<file path="config.mk">
export PLATFORM = sky130hd
export DESIGN_NAME = tsdz_div
export DESIGN_NICKNAME = d
export VERILOG_FILES = /design/src/tsdz_pkg.sv /design/src/tsdz_div.sv
export SDC_FILE = /design/constraint.sdc
export NUM_CORES = 2
export LEC_CHECK = 0
export ABC_AREA = 1
export BUFFER_PORTS_ARGS = -buffer_cell sky130_fd_sc_hd__buf_2
export CORE_AREA = 2 2 427 429
export CTS_CLUSTER_DIAMETER = 100
export CTS_CLUSTER_SIZE = 16
export DETAILED_ROUTE_END_ITERATION = 12
export DIE_AREA = 0 0 429 431
export SYNTH_ARGS = -nofsm -noshare
export SYNTH_HDL_FRONTEND = slang
export SYNTH_SLANG_ARGS = --single-unit
</file>
<file path="constraint.sdc">
create_clock -name clk -period 4.2 [get_ports clk]
set_input_delay 0.63 -clock clk [delete_from_list [all_inputs] [get_ports clk]]
set_output_delay 0.63 -clock clk [all_outputs]
set_load 0.005 [all_outputs]
</file>
<file path="src/tsdz_pkg.sv">
// Shared types and constants for the thumbstick dead-zone pipeline.
// No dependencies.
`default_nettype none
package tsdz_pkg;

  localparam int IN_W  = 16;   // stick sample width
  localparam int DEN_W = 16;   // divisor width (zone span or vector length)
  localparam int CFG_W = 15;   // widest config register
  localparam int SQ_W  = 32;   // x*x + y*y
  localparam int RT_W  = 16;   // integer root of SQ_W

  // zone_mode codes
  localparam logic [1:0] MODE_AXIAL  = 2'd0;
  localparam logic [1:0] MODE_RADIAL = 2'd1;
  localparam logic [1:0] MODE_NONE   = 2'd2;

  // config register indexes
  localparam logic [1:0] CFG_MODE  = 2'd0;
  localparam logic [1:0] CFG_SCALE = 2'd1;
  localparam logic [1:0] CFG_ZONE  = 2'd2;

  // per-lane divider flags
  typedef struct packed {
    logic zero;  // value inside the dead zone, result 0
    logic sat;   // result is full scale
  } tsdz_flag_t;

endpackage
`default_nettype wire

</file>
<file path="src/tsdz_div.sv">
// Two-lane pipelined restoring divider with a shared divisor, two quotient
// bits per stage, overflow flagged as saturation. Depends on tsdz_pkg.
`default_nettype none
module tsdz_div #(
  parameter int NUM_W  = 32,
  parameter int Q_W    = 15,
  parameter int SIDE_W = 8
) (
  input  wire logic                       clk,
  input  wire logic                       rst_n,
  input  wire logic                       in_valid,
  input  wire logic [tsdz_pkg::DEN_W-1:0] in_den,
  input  wire logic [NUM_W-1:0]           in_num_x,
  input  wire logic [NUM_W-1:0]           in_num_y,
  input  wire tsdz_pkg::tsdz_flag_t       in_flag_x,
  input  wire tsdz_pkg::tsdz_flag_t       in_flag_y,
  input  wire logic [SIDE_W-1:0]          in_side,
  output logic                            out_valid,
  output logic [Q_W-1:0]                  out_q_x,
  output logic [Q_W-1:0]                  out_q_y,
  output tsdz_pkg::tsdz_flag_t            out_flag_x,
  output tsdz_pkg::tsdz_flag_t            out_flag_y,
  output logic [SIDE_W-1:0]               out_side
);
  import tsdz_pkg::*;

  localparam int NSTG = (Q_W + 1) / 2;

  logic              vld_r  [0:NSTG];
  logic [DEN_W-1:0]  den_r  [0:NSTG];
  logic [NUM_W-1:0]  rem_r  [0:NSTG][0:1];
  logic [Q_W-1:0]    q_r    [0:NSTG][0:1];
  tsdz_flag_t        flag_r [0:NSTG][0:1];
  logic [SIDE_W-1:0] side_r [0:NSTG];

  logic [NUM_W-1:0]  num_in  [0:1];
  tsdz_flag_t        flag_in [0:1];
  logic [NUM_W-1:0]  thresh;

  assign num_in[0]  = in_num_x;
  assign num_in[1]  = in_num_y;
  assign flag_in[0] = in_flag_x;
  assign flag_in[1] = in_flag_y;
  // quotient would need more than Q_W bits
  assign thresh = NUM_W'({in_den, {Q_W{1'b0}}});

  // entry stage: overflow check
  always_ff @(posedge clk) begin
    if (!rst_n) begin
      vld_r[0] <= 1'b0;
    end else begin
      vld_r[0] <= in_valid;
    end
  end

  always_ff @(posedge clk) begin
    den_r[0]  <= in_den;
    side_r[0] <= in_side;
    for (int l = 0; l < 2; l++) begin
      rem_r[0][l]       <= num_in[l];
      q_r[0][l]         <= '0;
      flag_r[0][l].zero <= flag_in[l].zero;
      flag_r[0][l].sat  <= flag_in[l].sat | (num_in[l] >= thresh);
    end
  end

  genvar s, l;
  generate
    for (s = 1; s <= NSTG; s++) begin : g_stg
      always_ff @(posedge clk) begin
        if (!rst_n) begin
          vld_r[s] <= 1'b0;
        end else begin
          vld_r[s] <= vld_r[s-1];
        end
      end

      always_ff @(posedge clk) begin
        den_r[s]  <= den_r[s-1];
        side_r[s] <= side_r[s-1];
      end

      for (l = 0; l < 2; l++) begin : g_lane
        logic [NUM_W-1:0] rem_nxt;
        logic [Q_W-1:0]   q_nxt;

        always_comb begin
          int               idx;
          logic [NUM_W-1:0] shd;
          rem_nxt = rem_r[s-1][l];
          q_nxt   = q_r[s-1][l];
          for (int j = 0; j < 2; j++) begin
            idx = Q_W - 1 - (2 * (s - 1) + j);
            if (idx >= 0) begin
              shd = NUM_W'(den_r[s-1]) << idx;
              if (rem_nxt >= shd) begin
                rem_nxt    = rem_nxt - shd;
                q_nxt[idx] = 1'b1;
              end
            end
          end
        end

        always_ff @(posedge clk) begin
          rem_r[s][l]  <= rem_nxt;
          q_r[s][l]    <= q_nxt;
          flag_r[s][l] <= flag_r[s-1][l];
        end
      end
    end
  endgenerate

  assign out_valid  = vld_r[NSTG];
  assign out_q_x    = q_r[NSTG][0];
  assign out_q_y    = q_r[NSTG][1];
  assign out_flag_x = flag_r[NSTG][0];
  assign out_flag_y = flag_r[NSTG][1];
  assign out_side   = side_r[NSTG];

endmodule
`default_nettype wire

</file>
Word-level counts from Yosys, hierarchy flattened
Memory sizes are Yosys's and may differ from the RTL's.
Cells that the tools add are included.
{ "totals": {"ff_bits": 0, "ram_bits": 1107, "in_bits": 95, "out_inout_bits": 43, "memories": 6} }
{ "mem_list": {"columns": ["name", "words", "width", "read_ports", "rd_clocked_by_memory_dff", "write_ports", "line_no", "rtl"], "rows": [
  ["rem_r", 9, 64, 8, 0, 9, "tsdz_div.sv:31", "logic [NUM_W-1:0] rem_r [0:NSTG][0:1];"],
  ["q_r", 9, 30, 9, 0, 9, "tsdz_div.sv:32", "logic [Q_W-1:0] q_r [0:NSTG][0:1];"],
  ["den_r", 9, 16, 8, 0, 9, "tsdz_div.sv:30", "logic [DEN_W-1:0] den_r [0:NSTG];"],
  ["side_r", 9, 8, 9, 0, 9, "tsdz_div.sv:34", "logic [SIDE_W-1:0] side_r [0:NSTG];"],
  ["flag_r", 9, 4, 9, 0, 9, "tsdz_div.sv:33", "tsdz_flag_t flag_r [0:NSTG][0:1];"],
  ["vld_r", 9, 1, 9, 0, 9, "tsdz_div.sv:29", "logic vld_r [0:NSTG];"]
]} }
{ "op_classes": {"add_sub_neg": 30, "order_cmp": 32, "mux": 71, "bitwise": 11} }
{ "op_table": {"columns": ["operator", "count"], "rows": [
  ["$mux 32", 30],
  ["$ge 32x16->1", 2],
  ["$ge 32x17->1", 2],
  ["$ge 32x18->1", 2],
  ["$ge 32x19->1", 2],
  ["$ge 32x20->1", 2],
  ["$ge 32x21->1", 2],
  ["$ge 32x22->1", 2],
  ["$ge 32x23->1", 2],
  ["$ge 32x24->1", 2],
  ["$ge 32x25->1", 2],
  ["$ge 32x26->1", 2],
  ["$ge 32x27->1", 2],
  ["$ge 32x28->1", 2],
  ["$ge 32x29->1", 2],
  ["$ge 32x30->1", 2],
  ["$ge 32x31->1", 2],
  ["$sub 32x16->32", 2],
  ["$sub 32x17->32", 2],
  ["$sub 32x18->32", 2],
  ["$sub 32x19->32", 2],
  ["$sub 32x20->32", 2],
  ["$sub 32x21->32", 2],
  ["$sub 32x22->32", 2],
  ["other kinds (10)", 68]
]} }

Depth between registers and ports, before layout
An unclocked memory read counts as a cell.
{ "depth": {"word_depth": 5, "mapped_depth": 33, "depth_no_buf": 32} }

Worst setup path after synthesis
No wires, ideal clock.
{ "synth_path": {"kind": "register to register", "start": "memory den_r[3][0] (netlist: den_r[0][48])", "end": "memory rem_r[4][63] (netlist bit)", "t_arrival_ps": 4282, "required_time_ps": 4091, "path_slack_ps": -191, "stages_incl_launch_ff": 28, "period_less_slack_ps": 4391, "cell_sequence": "dfxtp_1 > ha_1 > fa_1 > inv_1 > nand3_1 > nand2_1 > nand2_1 > nand3_1 > nand3_1 > nand3_1 > buf_2 > clkinv_1 > clkbuf_1 > nand2_1 > o21ai_0 > fa_1 > nand3_1 > nand2_1 > a31oi_1 > o21ai_0 > a21boi_0 > nand4_1 > nor2_1 > nand2_1 > nand2_1 > nand2_1 > nand2_1 > inv_1"} }
{ "synth_rtl": {"columns": ["element", "line_no"], "rows": [
  ["start: declaration", "tsdz_div.sv:30"],
  ["end: declaration", "tsdz_div.sv:31"]
]} }

==> impl_metrics.csv <==
group,metric,value,unit
synthesis,synth_compound_area_frac,0.109,
finish,nets,11299,
finish,seq_area,18100,µm²
detailed_routing,ant_nets,0,
run_status,status,"finished, final reports clean",
finish,fill_cells,18090,
sta,relSlewSlack,0.432,
detailed_routing,route.vias.total,62219,
sta,hold_viol,0,
global_routing,grt_pass1_wl,321000,µm
global_routing,gr-total-overflow,0,
die,die_h,431,µm
synthesis,ys_ff_latch,899,
placed_design,place_ws,-0.527,ns
synthesis,post_synth.cell_area_avg,6.71,µm²
setup_path,cpMostUsedCell,"nand2_1",
synthesis,synth_top_area_frac,0.304,
synthesis,synthXorXnorAreaFrac,0.0606,
sta,clock_skew,0.0302,ns
sta,layout_setup_ws,0.147,ns
synthesis,netlist_area,59100,µm²
synthesis,synth_top_family_by_area,"simple AND/OR/NAND/NOR gates",
detailed_routing,routed_wl,212000,µm
flow_run,cap_viol_max_count,0,
die,num_rows,156,
setup_path,end_kind,"flip-flop",
placed_design,port_buffers,137,
detailed_routing,detail_route.iter0.violations,2819,
finish,syn_to_final_growth,39.1,%
finish,drive_gt1_frac,0.263,
detailed_routing,viasPerCell,4.77,
finish,utilization,0.456,
hold_path,hold_class,"in -> reg",
cts,clock_latency,0.71,ns
setup_path,setup.worst_path.start_class,"flip-flop",
synthesis,ys_seq_area_frac,0.304,
synthesis,synth-edff-count,0,
setup_path,reg2reg_from,"den_r[0][61]$_DFF_P_",
power_and_ir_drop,p_per_area,913,nW/µm²
die,die-area,185000,µm²
setup_path,reg2reg_to,"rem_r[4][7]$_DFF_P_",
setup_path,path_max_fanout,26,
global_routing,antenna_found_initial,0,
cts,clk_pin_slew_worst_paths,0.08,ns
sta,drv_slew,0,
detailed_routing,routedWlPerCell,16.2,µm
cts,cts_tree,"yes",
placed_design,gp_congestion,0.963,
cts,clockBufferDepth,3,
sta,max_freq,247,MHz
die,core-area,180000,µm²
setup_path,r2r_cells,26,
synthesis,yosysWarningCount,0,
sta,post-route-min-period,4.05,ns
die,io_pins,138,
sta,period_share,0.965,
synthesis,yosys.area_share.adder,0.118,
setup_path,rrSetupSlack,0.15,ns
sta,worst_pin_slew,0.845,ns
synthesis,async_reset_ff_frac,0,
detailed_routing,drtPass1Iterations,8,
synthesis,muxShareOfSynthArea,0.000741,
finish,final_common_cell,"nand2_1",
finish,antenna_cells,0,
global_routing,gr-usage-all-layers,0.217,
setup_path,max_stage_delay,0.38,ns
finish,multi_input_area,39600,µm²
synthesis,syn_nets,9448,
setup_path,critPathSlowestCell,"dfxtp_2",
synthesis,yosysTopAreaCell,"dfxtp_1",
finish,final_cell_area,82200,µm²
synthesis,synth.distinct_cells,67,
setup_path,worstPathArrival,4.70,ns
hold_path,hold_end,"rem_r[0][30]$_DFF_P_",
synthesis,synth_area_leaders,"dfxtp_1, nand2_1, ha_1",
setup_path,cp.required,4.85,ns
sta,setup_viol_count_final,0,
global_routing,grt_max_degree,27,
setup_path,crit_type,"reg -> reg",
die,start_util,0.328,
synthesis,syn_inst,8813,
cts,cts_sinks,899,
sta,tns,0,ns
die,dieWidth,429,µm
global_routing,grt_pass1_vias,62467,
placed_design,place_area,74000,µm²
finish,mostFrequentLayoutCells,"nand2_1, buf_4, inv_1",
synthesis,synth-simple-area-share,0.321,
power_and_ir_drop,leakage,40.7,nW
detailed_routing,drc,0,
placed_design,dp_hpwl,174000,µm
hold_path,min_from,"in_num_y[30]",
synthesis,synth_ff_type,"dfxtp_1",
sta,rsz0062_at_grt,"yes",
hold_path,worstHoldPathCells,1,
cts,cts_inserted_buffers,71,
power_and_ir_drop,ir_drop,0.000423,V
cts,cts-root-buf,"clkbuf_16",
cts,cts_htree_levels,3,
[sequential cells by signal (all words and copies together) (netlist names)]
signal,count
vld_r,9
den_r,128
side_r,72
flag_r,36
q_r,142
rem_r,512
[per-stage QoR]
step	std cells	power [mW]	hold slack, ns
after detailed placement	12732	63.6	0.312
after floorplan	8813	42.3	0.310
final	13055	75.1	0.0813
after global routing	13055	82.1	0.0252
after CTS	12942	71.3	0.00237
after global placement	12732	63.0	0.310
[critical path, delay by kind of cell (launching register included)]
kind            cells  cell delay (ns)
simple gates       17             1.97
flops               1             0.38
buf+inv             6             0.79
compound gates      1             0.10
fa+ha+maj           2             0.72
[synth_stat cells (5+ instances only)]
cell type and count:
buf_4 17, nor2_2 28, ha_1 512, dfxtp_1 899
o21ai_2 5, nand4_1 187, o21a_1 23, nand2_1 2643
a21oi_1 537, buf_6 20, nor3_1 81, nand3_1 578
nand2_2 33, o21ai_0 421, o211ai_1 7, nand3_2 15
a21boi_0 16, and2_1 7, inv_1 1159, clkbuf_1 34
o21ai_1 28, a41oi_1 6, fa_1 28, xor2_1 213
nor2_4 11, nor4_1 39, nor2_1 765, xnor2_1 196
or2_2 36, buf_2 33, a31oi_1 36, inv_2 16
a211oi_1 8, nand3b_1 35, o21bai_1 46, a21o_1 29
and3_1 8
[layer usage]
layer | track usage | up-vias | wire length (µm)
met2 | 0.429 | 1182 | 112000
met4 | 0.122 | 0 | 13400
met5 | 0 | - | 0
li1 | - | 32174 | -
met1 | 0.221 | 28344 | 80700
met3 | 0.0217 | 519 | 5320
[power breakdown]
part,internal [mW],switching [mW]
logic,26.4,29.4
registers,11.0,1.74
clock network,3.14,3.35
[layout make-up]
class / instances / share of cell area
multi-input cells: 6630 / 0.482
inverters: 1178 / 0.0550
clock buffers: 74 / 0.0220
flip-flops and latches: 899 / 0.220
repair inverters: 1 / 0.000107
well taps: 2370 / 0.0361
repair buffers: 1883 / 0.182
clock inverters: 20 / 0.00263
[repair_timing]
item,in CTS,in global routing
gates cloned,4,11
pin swaps,31,203
setup endpoints to repair,355,364
hold buffers,78,0
hold endpoints to repair,78,0
resized for setup,276,778
setup buffers,34,103
[logic make-up after synthesis]
| group | Yosys count |
|---|---|
| buffers and inverters | 1285 |
| DFF | 899 |
| xor gates and xnor gates | 409 |
| and+or+nand+nor | 4490 |
| adders and majority gates | 540 |
| muxes | 4 |
| AOI/OAI and AO/OA | 1186 |
[worst max path at each step]
| stage | cells after the start | slack, ns | from | to |
|---|---|---|---|---|
| 3_5_place_dp | 27 | -0.53 | den_r[0][111]$_DFF_P_ | rem_r[7][20]$_DFF_P_ |
| 2_1_floorplan | 27 | 0.02 | den_r[0][48]$_DFF_P_ | rem_r[4][63]$_DFF_P_ |
| 3_3_place_gp | 27 | -0.48 | den_r[0][100]$_DFF_P_ | rem_r[7][63]$_DFF_P_ |
| 5_1_grt | 31 | -0.09 | den_r[0][109]$_DFF_P_ | rem_r[7][29]$_DFF_P_ |
| 6_report | 26 | 0.15 | den_r[0][61]$_DFF_P_ | rem_r[4][7]$_DFF_P_ |
| 4_1_cts | 27 | -0.009 | den_r[0][108]$_DFF_P_ | rem_r[7][63]$_DFF_P_ |
Power figures use the tool's default switching activity.
