`src/tsdz_pkg.sv`:
```
// Shared types and constants for the thumbstick dead-zone pipeline.
// No dependencies.
`default_nettype none
package tsdz_pkg;

  localparam int IN_W  = 16;   // stick sample width
  localparam int DEN_W = 16;   // divisor width (zone span or vector length)
  localparam int CFG_W = 15;   // widest config register
  localparam int SQ_W  = 32;   // x*x + y*y
  localparam int RT_W  = 16;   // integer root of SQ_W

  // zone_mode codes
  localparam logic [1:0] MODE_AXIAL  = 2'd0;
  localparam logic [1:0] MODE_RADIAL = 2'd1;
  localparam logic [1:0] MODE_NONE   = 2'd2;

  // config register indexes
  localparam logic [1:0] CFG_MODE  = 2'd0;
  localparam logic [1:0] CFG_SCALE = 2'd1;
  localparam logic [1:0] CFG_ZONE  = 2'd2;

  // per-lane divider flags
  typedef struct packed {
    logic zero;  // value inside the dead zone, result 0
    logic sat;   // result is full scale
  } tsdz_flag_t;

endpackage
`default_nettype wire

```
`src/tsdz_isqrt.sv`:
```
// Pipelined integer square root, two result bits per stage.
// Depends on tsdz_pkg.
`default_nettype none
module tsdz_isqrt #(
  parameter int SIDE_W = 8
) (
  input  wire logic                      clk,
  input  wire logic                      rst_n,
  input  wire logic                      in_valid,
  input  wire logic [tsdz_pkg::SQ_W-1:0] in_rad,
  input  wire logic [SIDE_W-1:0]         in_side,
  output logic                           out_valid,
  output logic [tsdz_pkg::RT_W-1:0]      out_root,
  output logic [SIDE_W-1:0]              out_side
);
  import tsdz_pkg::*;

  localparam int NSTG  = RT_W / 2;
  localparam int REM_W = RT_W + 4;

  logic              vld_r  [1:NSTG];
  logic [SQ_W-1:0]   rad_r  [1:NSTG];
  logic [REM_W-1:0]  rem_r  [1:NSTG];
  logic [RT_W-1:0]   root_r [1:NSTG];
  logic [SIDE_W-1:0] side_r [1:NSTG];

  logic [SQ_W-1:0]   rad_nxt  [1:NSTG];
  logic [REM_W-1:0]  rem_nxt  [1:NSTG];
  logic [RT_W-1:0]   root_nxt [1:NSTG];

  genvar s;
  generate
    for (s = 1; s <= NSTG; s++) begin : g_stg
      logic              src_vld;
      logic [SQ_W-1:0]   src_rad;
      logic [REM_W-1:0]  src_rem;
      logic [RT_W-1:0]   src_root;
      logic [SIDE_W-1:0] src_side;

      if (s == 1) begin : g_first
        assign src_vld  = in_valid;
        assign src_rad  = in_rad;
        assign src_rem  = '0;
        assign src_root = '0;
        assign src_side = in_side;
      end else begin : g_rest
        assign src_vld  = vld_r[s-1];
        assign src_rad  = rad_r[s-1];
        assign src_rem  = rem_r[s-1];
        assign src_root = root_r[s-1];
        assign src_side = side_r[s-1];
      end

      always_comb begin
        logic [REM_W-1:0] rem_v;
        logic [SQ_W-1:0]  rad_v;
        logic [RT_W-1:0]  root_v;
        logic [REM_W-1:0] trial;
        rem_v  = src_rem;
        rad_v  = src_rad;
        root_v = src_root;
        for (int j = 0; j < 2; j++) begin
          rem_v = {rem_v[REM_W-3:0], rad_v[SQ_W-1:SQ_W-2]};
          rad_v = {rad_v[SQ_W-3:0], 2'b00};
          trial = REM_W'({root_v, 2'b01});
          if (rem_v >= trial) begin
            rem_v  = rem_v - trial;
            root_v = {root_v[RT_W-2:0], 1'b1};
          end else begin
            root_v = {root_v[RT_W-2:0], 1'b0};
          end
        end
        rad_nxt[s]  = rad_v;
        rem_nxt[s]  = rem_v;
        root_nxt[s] = root_v;
      end

      always_ff @(posedge clk) begin
        if (!rst_n) begin
          vld_r[s] <= 1'b0;
        end else begin
          vld_r[s] <= src_vld;
        end
      end

      always_ff @(posedge clk) begin
        rad_r[s]  <= rad_nxt[s];
        rem_r[s]  <= rem_nxt[s];
        root_r[s] <= root_nxt[s];
        side_r[s] <= src_side;
      end
    end
  endgenerate

  assign out_valid = vld_r[NSTG];
  assign out_root  = root_r[NSTG];
  assign out_side  = side_r[NSTG];

endmodule
`default_nettype wire

```
`config.mk`:
```
export PLATFORM = sky130hd
export DESIGN_NAME = tsdz_isqrt
export DESIGN_NICKNAME = d
export VERILOG_FILES = /design/src/tsdz_pkg.sv /design/src/tsdz_isqrt.sv
export SDC_FILE = /design/constraint.sdc
export NUM_CORES = 1
export LEC_CHECK = 0
export BUFFER_PORTS_ARGS = -buffer_cell sky130_fd_sc_hd__buf_2
export CORE_MARGIN = 2
export CORE_UTILIZATION = 37
export CTS_CLUSTER_SIZE = 8
export DETAILED_ROUTE_END_ITERATION = 7
export GPL_TIMING_DRIVEN = 1
export PLACE_DENSITY = 0.63
export SLEW_MARGIN = 20
export SYNTH_ARGS = -nofsm -noshare
export SYNTH_HDL_FRONTEND = slang
export SYNTH_SLANG_ARGS = --single-unit
```
`constraint.sdc`:
```
create_clock -name clk -period 5 [get_ports clk]
set_clock_uncertainty 0.05 [all_clocks]
set_input_delay 0.25 -clock clk [delete_from_list [all_inputs] [get_ports clk]]
set_output_delay 0.25 -clock clk [all_outputs]
set_load 0.1 [all_outputs]
```
# [Yosys cells after proc, flatten, opt, wreduce, memory -nomap -nowiden]
# Memories as Yosys holds them, arrays and structs flattened.
# Index checks and enable logic that the tools add are counted.
[word_totals] reg_bits=0 ramBits=584 in_bits=43 output_inout_bits=25 word_cells=87 memories=5
[op_classes] add_sub_neg=16 n_lt_le_gt_ge=16 mux=42 bitwise_logic=8
[memory_table] memory="rad_r" words=8 word_bits=28 rd=7 rd_ports_with_merged_regs=0 wr=8 line_no="tsdz_isqrt.sv:22" text="logic [SQ_W-1:0] rad_r [1:NSTG];"
[memory_table] memory="rem_r" words=8 word_bits=20 rd=7 rd_ports_with_merged_regs=0 wr=8 line_no="tsdz_isqrt.sv:23" text="logic [REM_W-1:0] rem_r [1:NSTG];"
[memory_table] memory="root_r" words=8 word_bits=16 rd=8 rd_ports_with_merged_regs=0 wr=8 line_no="tsdz_isqrt.sv:24" text="logic [RT_W-1:0] root_r [1:NSTG];"
[memory_table] memory="side_r" words=8 word_bits=8 rd=8 rd_ports_with_merged_regs=0 wr=8 line_no="tsdz_isqrt.sv:25" text="logic [SIDE_W-1:0] side_r [1:NSTG];"
[memory_table] memory="vld_r" words=8 word_bits=1 rd=8 rd_ports_with_merged_regs=0 wr=8 line_no="tsdz_isqrt.sv:21" text="logic vld_r [1:NSTG];"
[ops] op="20-bit by 18-bit greater-or-equal comparator with 1-bit output" n=14
[ops] op="20-bit two-way mux" n=8
[ops] op="18-bit two-way mux" n=8
[ops] op="20-bit by 18-bit subtractor with 20-bit output" n=7
[ops] op="18-bit subtractor" n=7
[ops] op="1-bit two-way mux" n=26
[ops] op="20-bit by 3-bit greater-or-equal comparator with 1-bit output" n=1
[ops] op="20-bit by 3-bit subtractor with 20-bit output" n=1
[ops] op="1-bit bitwise OR" n=8
[ops] op="2-bit by 1-bit subtractor with 3-bit output (second input constant)" n=1
[ops] op="2-bit by 1-bit greater-or-equal comparator with 1-bit output (second input constant)" n=1

# [Longest topological paths before layout]
# Gate-level depths: netlist (run 1).
# An unclocked memory read counts as a cell.
[depth] word_depth=5 mapped_depth=24 depth_no_buf=23

# [Worst setup path after synthesis (run 1)]
# Ideal clock, no wire load.
[synth_path] path_type="register to register" from="register, netlist name root_r[0][99]" to="register, netlist name rem_r[0][144]" setup_ns=0.070 arrival_time_ns=4.903 required_ns=4.880 slack_ns=-0.023 stages_incl_launch_ff=22 path_buffers=2 synth_period_minus_slack_ns=5.023 cell_sequence="dfxtp_1 inv_1 ha_1 a211oi_1 nor2_1 o311ai_0 nand2_1 inv_2 clkbuf_1 o21ai_0 ha_1 and4_1 nand2_1 or4b_2 o2111ai_1 and2_1 a21o_1 nor3_1 inv_2 clkbuf_1 nor2_1 a21oi_1"

==> results of run 1 <==
-- power breakdown --
part	internal (mW)	switching [mW]	leakage (nW)
sequential	3.47	0.393	3.12
combinational	1.59	2.09	5.76
clock	1.92	1.22	0.704
total	6.98	3.70	9.58
-- state kept, by name, summed over array words and instances (netlist names) --
register / cells
side_r: 64
rem_r: 117
rad_r: 112
vld_r: 8
root_r: 72
-- layout make-up --
class | instances | area [µm²] | area share [%]
clock buffers | 60 | 1390 | 6.67
clock inverters | 3 | 43.8 | 0.210
inverters | 131 | 499 | 2.39
multi-input cells | 1360 | 9530 | 45.6
flip-flops and latches | 373 | 7470 | 35.7
well taps | 607 | 759 | 3.64
repair buffers | 165 | 1200 | 5.73
-- metal layers --
layer / vias up / global-route usage [%] / routed length (µm)
met5: - / 0 / 0
met3: 92 / 3.03 / 1720
met2: 284 / 29.1 / 20200
met4: 0 / 6.28 / 1270
li1: 7077 / - / -
met1: 6507 / 20.9 / 18900
-- worst max path at each step --
stage / from / endpoint / slack, ns / cells past startpoint
3_3_place_gp: root_r[0][35] / rem_r[0][77] / 0.18 / 17
2_1_floorplan: root_r[0][102] / rem_r[0][144] / 0.02 / 22
3_5_place_dp: root_r[0][105] / rem_r[0][147] / 0.16 / 20
4_1_cts: root_r[0][105] / rem_r[0][147] / 0.13 / 20
6_report: rem_r[0][92] / rem_r[0][109] / 0.23 / 14
5_1_grt: root_r[0][34] / rem_r[0][71] / 0.0003 / 17
-- through the flow --
| step | instance area [µm²] | cells |
|---|---|---|
| finish | 20900 | 2699 |
| floorplan | 17600 | 1903 |
| global placement | 18900 | 2588 |
| global route | 20900 | 2699 |
| CTS | 20800 | 2696 |
| detailed placement | 18900 | 2588 |
-- worst max-delay path, stage by stage (launching register included) --
cell     delay (ns)
dfxtp_1        0.35
or4_1          0.54
or3_1          0.41
or2_1          0.31
nor4_4         0.44
inv_1          0.20
mux2_2         0.33
ha_1           0.37
nand2_1        0.08
or2_2          0.33
or4_1          0.58
nand4_2        0.16
nor2_2         0.09
buf_12         0.15
mux2_2         0.26
-- synth_stat cells (all sizes together), types with 5 or more instances --
master / count / share of area (%)
a211o: 5 / 0.25
nand2b: 23 / 0.82
dfxtp: 373 / 42
and3: 16 / 0.57
o31a: 7 / 0.35
nand3: 44 / 1.3
o21a: 27 / 1.2
a21oi: 143 / 4.1
nor4: 17 / 0.69
nor3b: 8 / 0.34
o31ai: 22 / 0.94
nor3: 47 / 1.3
and4: 9 / 0.46
a211oi: 17 / 0.72
a31oi: 18 / 0.64
buf: 8 / 0.30
nor4b: 7 / 0.35
xnor2: 96 / 4.8
mux2: 34 / 2.2
or2: 15 / 0.55
xor2: 59 / 2.9
o211ai: 11 / 0.50
nand2: 105 / 2.3
o21ai: 97 / 2.8
and2: 18 / 0.64
or4: 10 / 0.47
o21bai: 8 / 0.34
a21o: 44 / 1.9
a2111oi: 7 / 0.38
nand4: 24 / 0.89
nor2b: 28 / 0.99
clkbuf: 31 / 0.66
nor2: 148 / 3.2
mux2i: 12 / 0.68
ha: 149 / 11
a21boi: 6 / 0.26
or3: 22 / 0.78
inv: 130 / 2.8
-- cells by family after synthesis --
kind of cell,Yosys count,share of synthesized area [%]
flops,373,42.4
simple gates,554,16.2
fa+ha+maj,149,10.6
xor+xnor,155,7.71
other cells,1,0.0213
buf+inv,170,3.79
mux,46,2.86
compound gates,454,16.4
-- repair_timing --
item	CTS	global route
endpoints found under the hold margin	50	0
gates resized for setup	0	9
hold buffers	45	0
setup buffers	0	3
setup endpoints to repair	0	37
==> reports/metrics.cfg, run 1 <==
[logic_synthesis]
synth_edf_count = 0
async_reset_ff_share_pct = 0
seq_area_frac_synth_pct = 42.4
syn_area_per_cell_um2 = 9.26
ys_types = 84
syn_area_mm2 = 0.0176
synthFlopType = dfxtp_1
synth_seq_cells = 373
ys_warn_count = 0
syn_inst = 1902

[run_status]
status = finished clean

[cts]
insertion_delay_ns = 0.59
clk_pin_slew_ns = 0.05
cts_max_level = 2
clock_path_buffers = 3
clock_sinks = 373
cts_tree = done
cts_made_buffers = 53
cts_root_buffer = clkbuf_16

[hold_path]
min_to = rad_r[0][40]
whs_path_depth = 2
hp-class = in2reg
min_from = in_rad[12]

[route]
wl_per_cell_um = 15.6
vias = 13960
detail_route.vias_per_cell = 5.17
drt_pass1_iterations = 6
drt_iter0_markers = 930
drc = 0
drtAntennaViolNets = 0
wirelength_um = 42200

[floorplan]
num_rows = 79
initial_utilization_pct = 37.7
io_pins = 68
die_x_um = 222
core-area_mm2 = 0.0468
die_h_um = 222
die-area_mm2 = 0.0494

[place]
post-place-ws_ns = 0.159
place.gp.congestion = 0.897
portBuffers = 67
hpwl_um = 32500

[sta]
slew_violations = 0
tightest_slew_ns = 0.864
fin_crit_sh_pct = 95.4
worst_slack_ns = 0.228
min_period_ns = 4.77
setup_viol = 0
maxSlewHeadroom_pct = 42.4
fmax_ghz = 0.210
hold_viol = 0
whs_ns = 0.243
finalSetupTns_ns = 0
rsz0062_at_grt = false

[worst_setup_path]
r2r_setup_slack_ns = 0.23
critPathMaxFanout = 12
start_kind = flip-flop
r2r_end = rem_r[0][109]
path_class = reg2reg
cp-end-kind = flip-flop
required_ns = 5.42
worstPathArrival_ns = 5.19
rr_worst_depth = 14
r2r_start = rem_r[0][92]

[pwr]
ir_drop_mv = 0.348
p_total_mw = 10.7
p_leak_nw = 9.58
p_per_area_mw_per_mm2 = 512

[global_routing]
grt_pass1_wl_um = 68100
grt_antenna_before_repair = 0
grt_max_degree = 22
grt-ovfl-total = 0
grt_pass1_vias = 13711
track_usage_pct = 16.8

[layout]
layout_common_cells = 373 x dfxtp_1, 149 x ha_1, 147 x nor2_1, 142 x a21oi_1, 126 x inv_1
fin_nets = 2276
final_common_cell = dfxtp_1
fillCellCount = 4494
final_util_pct = 44.7
drive_above_1_share_pct = 12.3
num_antenna_cells = 0
syn2layout_area_growth_pct = 18.6

[flow_run]
cap_violations = 0

No activity file was read; power rests on OpenSTA's default activity.
==> inputs of run 2 (changes only) <==
--- a/config.mk
+++ b/config.mk
@@ -7,11 +7,11 @@
 export LEC_CHECK = 0
 export BUFFER_PORTS_ARGS = -buffer_cell sky130_fd_sc_hd__buf_2
 export CORE_MARGIN = 2
-export CORE_UTILIZATION = 37
+export CORE_UTILIZATION = 50
 export CTS_CLUSTER_SIZE = 8
 export DETAILED_ROUTE_END_ITERATION = 7
 export GPL_TIMING_DRIVEN = 1
-export PLACE_DENSITY = 0.63
+export PLACE_DENSITY = 0.78
 export SLEW_MARGIN = 20
 export SYNTH_ARGS = -nofsm -noshare
 export SYNTH_HDL_FRONTEND = slang
==> run 2 against run 1 <==
Effect of this change: fmax rose by 1.3%; via count rose by 1.7%; worst setup slack improved by 0.062 ns; largest cell class unchanged; critical endpoint is now rem_r[0][157]; largest power group unchanged; critical path type unchanged; clock power fell by 3%.
==> reports/metrics.cfg, run 2 (synthesis results as in run 1) <==
[run_status]
status = finished clean  ; unchanged

[hold_path]
hp-class = reg2reg  ; was in2reg

[pwr]
p_leak_nw = 9.51  ; was 9.58 nW
p_per_area_mw_per_mm2 = 513  ; was 512 mW/mm²
p_int_mw = 6.89  ; was 6.98 mW
comb_power_share_pct = 34.5  ; was 34.4%
power_frac_seq_pct = 36.5  ; was 36.1%
p_total_mw = 10.6  ; was 10.7 mW
clock_power_share_pct = 29.0  ; was 29.5%
ir_drop_mv = 0.327  ; was 0.348 mV
p_sw_share_pct = 34.9  ; was 34.7%
p_sw_mw = 3.69  ; was 3.70 mW

[cts]
insertion_delay_ns = 0.57  ; was 0.59 ns
cts_max_level = 2  ; unchanged
cts_root_buffer = clkbuf_16  ; unchanged
cts_tree = done  ; unchanged
cts_made_buffers = 53  ; unchanged
clk_pin_slew_ns = 0.06  ; was 0.05 ns
clock_sinks = 373  ; unchanged
clock_path_buffers = 3  ; unchanged

[layout]
fillCellCount = 2841  ; was 4494
layout_common_cells = 373 x dfxtp_1, 148 x ha_1, 147 x nor2_1, 141 x a21oi_1, 126 x inv_1  ; was 373 x dfxtp_1, 149 x ha_1, 147 x nor2_1, 142 x a21oi_1, 126 x inv_1
drive_above_1_share_pct = 12.2  ; was 12.3%
reg.largest.list = rem_r (117), rad_r (112), root_r (72)  ; unchanged
fin_nets = 2267  ; was 2276
final_cells = 2536  ; was 2699
syn2layout_area_growth_pct = 17.0  ; was 18.6%
num_antenna_cells = 0  ; unchanged
top_register = rem_r  ; unchanged
final_common_cell = dfxtp_1  ; unchanged
largest_reg_flops = 117  ; unchanged

[worst_setup_path]
path_class = reg2reg  ; unchanged
r2r_start = root_r[0][102]  ; was rem_r[0][92]
endpoint = rem_r[0][157]  ; was rem_r[0][109]
rr_worst_depth = 20  ; was 14
critPathMaxFanout = 11  ; was 12
worstPathArrival_ns = 5.16  ; was 5.19 ns
cp_slowest_cell = or4b_2  ; was or4_1
start_kind = flip-flop  ; unchanged
r2r_end = rem_r[0][157]  ; was rem_r[0][109]
cp_cell_sequence = inv_1 -> ha_1 -> and4_2 -> and4_1 -> a211oi_2 -> nand2_2 -> inv_2 -> o21ai_0 -> ha_1 -> and4_1 -> nand2_1 -> or4b_2 -> o2111ai_1 -> and2_1 -> a21o_1 -> nor3_1 -> inv_2 -> nand2_1 -> nor3_1 -> xnor2_1  ; was or4_1 -> or3_1 -> or2_1 -> nor4_4 -> inv_1 -> mux2_2 -> ha_1 -> nand2_1 -> or2_2 -> or4_1 -> nand4_2 -> nor2_2 -> buf_12 -> mux2_2
required_ns = 5.45  ; was 5.42 ns
cp-end-kind = flip-flop  ; unchanged
r2r_setup_slack_ns = 0.29  ; was 0.23 ns
cpPeakStageDelay_ns = 0.61  ; was 0.58 ns
crit_start = root_r[0][102]  ; was rem_r[0][92]

[floorplan]
core-area_mm2 = 0.0346  ; was 0.0468 mm²
die_h_um = 192  ; was 222 µm
die-area_mm2 = 0.0367  ; was 0.0494 mm²
initial_utilization_pct = 50.9  ; was 37.7%
num_rows = 68  ; was 79
die_x_um = 192  ; was 222 µm
io_pins = 68  ; unchanged

[sta]
slew_violations = 0  ; unchanged
setup_viol = 0  ; unchanged
tightest_slew_ns = 0.903  ; was 0.864 ns
finalSetupTns_ns = 0  ; unchanged
maxSlewHeadroom_pct = 39.6  ; was 42.4%
fin_crit_sh_pct = 94.2  ; was 95.4%
fmax_ghz = 0.212  ; was 0.210 GHz
hold_viol = 0  ; unchanged
whs_ns = 0.268  ; was 0.243 ns
worst_slack_ns = 0.290  ; was 0.228 ns
min_period_ns = 4.71  ; was 4.77 ns

[route]
wirelength_um = 42500  ; was 42200 µm
drt_iter0_markers = 930  ; unchanged
detail_route.vias_per_cell = 5.60  ; was 5.17
vias = 14201  ; was 13960
drtAntennaViolNets = 0  ; unchanged
drt_pass1_iterations = 5  ; was 6
wl_per_cell_um = 16.8  ; was 15.6 µm
drc = 0  ; unchanged

[place]
portBuffers = 67  ; unchanged
hpwl_um = 31200  ; was 32500 µm
place_inst = 2422  ; was 2588
place.gp.congestion = 0.917  ; was 0.897
post-place-ws_ns = 0.145  ; was 0.159 ns

[global_routing]
grt_max_degree = 22  ; unchanged
grt_pass1_wl_um = 68100  ; about the same
grt_antenna_before_repair = 0  ; unchanged
track_usage_pct = 22.8  ; was 16.8%
grt-ovfl-total = 0  ; unchanged
grt_pass1_vias = 13698  ; was 13711

[flow_run]
cap_violations = 0  ; unchanged

## run 2: cell count changes in the layout (fill, tap and decap cells not counted), moves of 2 or more
cell,previous run,this run
clkbuf_8,2,0
nand2_1,104,102
nor3_2,3,0
buf_4,52,42
nor3_1,44,47
nand2_2,0,2
## run 2: how the worst min path moves through the flow
stage	startpoint	to	slack [ns]	depth (start not counted)
floorplan	in_rad[0]	rad_r[0][28]	0.23	0
global placement	rad_r[0][106]	rad_r[0][138]	0.26	0
detailed placement	rad_r[0][72]	rad_r[0][104]	0.26	0
CTS	in_rad[3]	rad_r[0][31]	0.25	2
global route	in_rad[17]	rad_r[0][45]	0.26	2
finish	rad_r[0][103]	rad_r[0][135]	0.27	0
## run 2: power groups by stage
stage                     Sequential [mW]  Combinational, mW  Clock (mW)
after floorplan                      3.84               2.69           0
final                                3.87               3.65        3.07
after detailed placement             3.90               3.51           0
after global placement               3.89               3.44           0
after global routing                 3.92               4.02        3.27
after CTS                            3.85               3.58        3.13
## run 2: critical path, delay by kind of cell (launching register included)
kind / cells / cell delay [ns]
simple gates: 10 / 2.20
compound gates: 4 / 0.85
fa+ha+maj: 2 / 0.71
buf+inv: 3 / 0.36
flops: 1 / 0.32
xor+xnor: 1 / 0.14
## run 2: what timing repair did
item / in CTS / in global routing
endpoints found under the setup margin: 0 / 63
endpoints found under the hold margin: 49 / 0
resized for setup: 0 / 17
buffers inserted: 0 / 8
hold buffers: 44 / 0
## run 2: stage by stage
| stage | utilization (%) | instance area [µm²] |
|---|---|---|
| after floorplan | - | 17600 |
| after global placement | 53.8 | 18600 |
| after detailed placement | 53.8 | 18600 |
| after CTS | 59.1 | 20500 |
| after global routing | 59.5 | 20600 |
| final | 59.5 | 20600 |
## run 2: routing by layer
layer	vias up	part of all wire, %	global-route usage (%)	wire, µm
li1	7052	-	-	-
met1	6634	45	29.5	19000
met2	432	47	38.9	20200
met3	83	5.2	3.60	2230
met4	0	2.5	7.66	1080
met5	-	0	0	0
## run 2: cell type report
cell class	instances	area, µm²	share of cell area, %
well taps	455	569	2.76
clock inverters	5	67.6	0.328
flip-flops and latches	373	7470	36.2
clock buffers	56	1340	6.49
inverters	131	499	2.42
multi-input cells	1360	9550	46.3
repair buffers	156	1130	5.47
==> inputs of run 3 (changes only) <==
--- a/config.mk
+++ b/config.mk
@@ -11,7 +11,8 @@
 export CTS_CLUSTER_SIZE = 8
 export DETAILED_ROUTE_END_ITERATION = 7
 export GPL_TIMING_DRIVEN = 1
-export PLACE_DENSITY = 0.78
+export PLACE_DENSITY = 0.76
+export SKIP_LAST_GASP = 1
 export SLEW_MARGIN = 20
 export SYNTH_ARGS = -nofsm -noshare
 export SYNTH_HDL_FRONTEND = slang
==> constraint.sdc (replaced) <==
create_clock -name clk -period 4.6 [get_ports clk]
set_clock_uncertainty 0.05 [all_clocks]
set_input_delay 0.23 -clock clk [delete_from_list [all_inputs] [get_ports clk]]
set_output_delay 0.23 -clock clk [all_outputs]
set_load 0.1 [all_outputs]
==> run 3 against run 2 <==
Effect of this change: die area stayed put; largest cell class unchanged; sequential power rose by 8.3%; global-route usage is 0.45 points higher; count of clock-buffer cells in the layout down 2; core utilization is 2.6 points higher.
==> reports/metrics.cfg, run 3 (synthesis results as in run 1) <==
[route]
drc = 0  ; unchanged
drt_iter0_markers = 905  ; was 930
wirelength_um = 43600  ; was 42500 µm
drt_pass1_iterations = 5  ; unchanged
wl_per_cell_um = 16.6  ; was 16.8 µm
drtAntennaViolNets = 0  ; unchanged
detail_route.vias_per_cell = 5.54  ; was 5.60
vias = 14542  ; was 14201

[layout]
fin_nets = 2360  ; was 2267
largest_reg_flops = 117  ; unchanged
final_util_pct = 62.1  ; was 59.5%
top_register = rem_r  ; unchanged
final_common_cell = dfxtp_1  ; unchanged
reg.largest.list = rem_r (117), rad_r (112), root_r (72)  ; unchanged
num_antenna_cells = 0  ; unchanged
layout_common_cells = 373 x dfxtp_1, 145 x nor2_1, 141 x ha_1, 137 x a21oi_1, 132 x buf_4  ; was 373 x dfxtp_1, 148 x ha_1, 147 x nor2_1, 141 x a21oi_1, 126 x inv_1
syn2layout_area_growth_pct = 22.1  ; was 17.0%
drive_above_1_share_pct = 17.1  ; was 12.2%

[worst_setup_path]
path_delay_family = simple AND/OR/NAND/NOR gates  ; unchanged
cp_slowest_cell = or4_4  ; was or4b_2
critPathMaxFanout = 14  ; was 11
path_class = reg2reg  ; unchanged
crit_top_cell = or4_4
required_ns = 4.97  ; was 5.45 ns
path_buf_inv = 2  ; was 3
cpPeakStageDelay_ns = 0.53  ; was 0.61 ns
cp-end-kind = flip-flop  ; unchanged
worst-path-stages = 14  ; was 20
start_kind = flip-flop  ; unchanged
cp_cell_sequence = or4_4 -> or4_4 -> or2_4 -> or3_4 -> buf_4 -> inv_8 -> o21ai_0 -> ha_1 -> nand3_1 -> nor2_1 -> a2111oi_2 -> and4_4 -> nand2_4 -> mux2_2  ; was inv_1 -> ha_1 -> and4_2 -> and4_1 -> a211oi_2 -> nand2_2 -> inv_2 -> o21ai_0 -> ha_1 -> and4_1 -> nand2_1 -> or4b_2 -> o2111ai_1 -> and2_1 -> a21o_1 -> nor3_1 -> inv_2 -> nand2_1 -> nor3_1 -> xnor2_1
worstPathArrival_ns = 4.85  ; was 5.16 ns
rr_worst_depth = 14  ; was 20

[sta]
finalSetupTns_ns = 0  ; unchanged
slew_violations = 0  ; unchanged
min_period_ns = 4.48  ; was 4.71 ns
tightest_slew_ns = 1.01  ; was 0.903 ns
fin_crit_sh_pct = 97.4  ; was 94.2%
rsz0062_at_grt = true
fmax_ghz = 0.223  ; was 0.212 GHz
setup_viol = 0  ; unchanged
hold_viol = 0  ; unchanged
maxSlewHeadroom_pct = 32.8  ; was 39.6%

[global_routing]
grt-ovfl-total = 0  ; unchanged
grt_max_degree = 22  ; unchanged
grt_pass1_vias = 14143  ; was 13698
grt_pass1_wl_um = 69200  ; was 68100 µm
track_usage_pct = 23.3  ; was 22.8%
grt_antenna_before_repair = 0  ; unchanged

[cts]
cts_tree = done  ; unchanged
insertion_delay_ns = 0.58  ; was 0.57 ns
cts_root_buffer = clkbuf_16  ; unchanged
clock_sinks = 373  ; unchanged
clock_path_buffers = 3  ; unchanged
cts_max_level = 2  ; unchanged
cts_made_buffers = 52  ; was 53
clk_pin_slew_ns = 0.06  ; about the same

[run_status]
status = finished clean  ; unchanged

[pwr]
ir_drop_mv = 0.384  ; was 0.327 mV
p_leak_nw = 9.99  ; was 9.51 nW
p_per_area_mw_per_mm2 = 550  ; was 513 mW/mm²

[floorplan]
io_pins = 68  ; unchanged
initial_utilization_pct = 50.9  ; unchanged
num_rows = 68  ; unchanged
die_x_um = 192  ; unchanged
die-area_mm2 = 0.0367  ; unchanged
core-area_mm2 = 0.0346  ; unchanged
die_h_um = 192  ; unchanged

[flow_run]
cap_violations = 0  ; unchanged

[place]
portBuffers = 67  ; unchanged
hpwl_um = 32300  ; was 31200 µm
place.gp.congestion = 0.954  ; was 0.917

[hold_path]
whs_path_depth = 2  ; was 0
hp-class = in2reg  ; was reg2reg

-- run 3: cell count changes in the layout (fill, tap and decap cells not counted), moves of 7 or more --
| cell | previous run | this run |
|---|---|---|
| buf_4 | 42 | 132 |
| ha_1 | 148 | 141 |
| o21ai_0 | 95 | 86 |
| o21ai_1 | 1 | 10 |
-- run 3: power breakdown --
group / leakage [nW] / internal, mW / switching, mW
clock: 0.682 / 2.01 / 1.33
sequential: 3.12 / 3.77 / 0.416
combinational: 6.19 / 1.90 / 2.40
-- run 3: area by class of cell --
cell class / count / area (µm²)
clock buffer: 54 / 1320
clock inverter: 3 / 80.1
fill: 2837 / 13100
inverter: 131 / 499
multi-input combinational: 1360 / 9740
sequential: 373 / 7470
tap: 455 / 569
timing repair buffer: 250 / 1840
-- run 3: what timing repair did --
action | in CTS | in global routing
hold buffers | 45 | 0
hold endpoints to repair | 50 | 0
setup buffers | 0 | 12
cloned | 0 | 3
setup endpoints to repair | 20 | 79
resized for setup | 7 | 53
pin swaps | 0 | 11
-- run 3: metal layers --
metal,GRT usage (%),part of all wire (%),up-vias
li1,-,-,7229
met1,30.2,45,6842
met2,39.4,47,387
met3,3.71,5.3,84
met4,8.02,2.8,0
met5,0,0,-
-- run 3: final timing paths --
check	from	end	slack (ns)
setup / recovery	rem_r[0][67]	rem_r[0][85]	0.12
hold / removal	in_rad[12]	rad_r[0][40]	0.24
setup reg to reg	rem_r[0][67]	rem_r[0][85]	0.12
hold reg to reg	side_r[0][46]	side_r[0][54]	0.24
-- run 3: stage by stage --
| stage | setup slack, ns | total power, mW | hold WS (ns) | area (µm²) | std cells |
|---|---|---|---|---|---|
| 2_1_floorplan | 0.0125 | 7.12 | 0.208 | 17700 | 1903 |
| 3_3_place_gp | -0.0623 | 8.21 | 0.260 | 19300 | 2509 |
| 3_5_place_dp | -0.186 | 8.31 | 0.262 | 19300 | 2509 |
| 4_1_cts | 0.00184 | 11.7 | 0.216 | 21200 | 2611 |
| 5_1_grt | -0.0347 | 12.5 | 0.221 | 21500 | 2626 |
| 6_report | 0.120 | 11.8 | 0.240 | 21500 | 2626 |
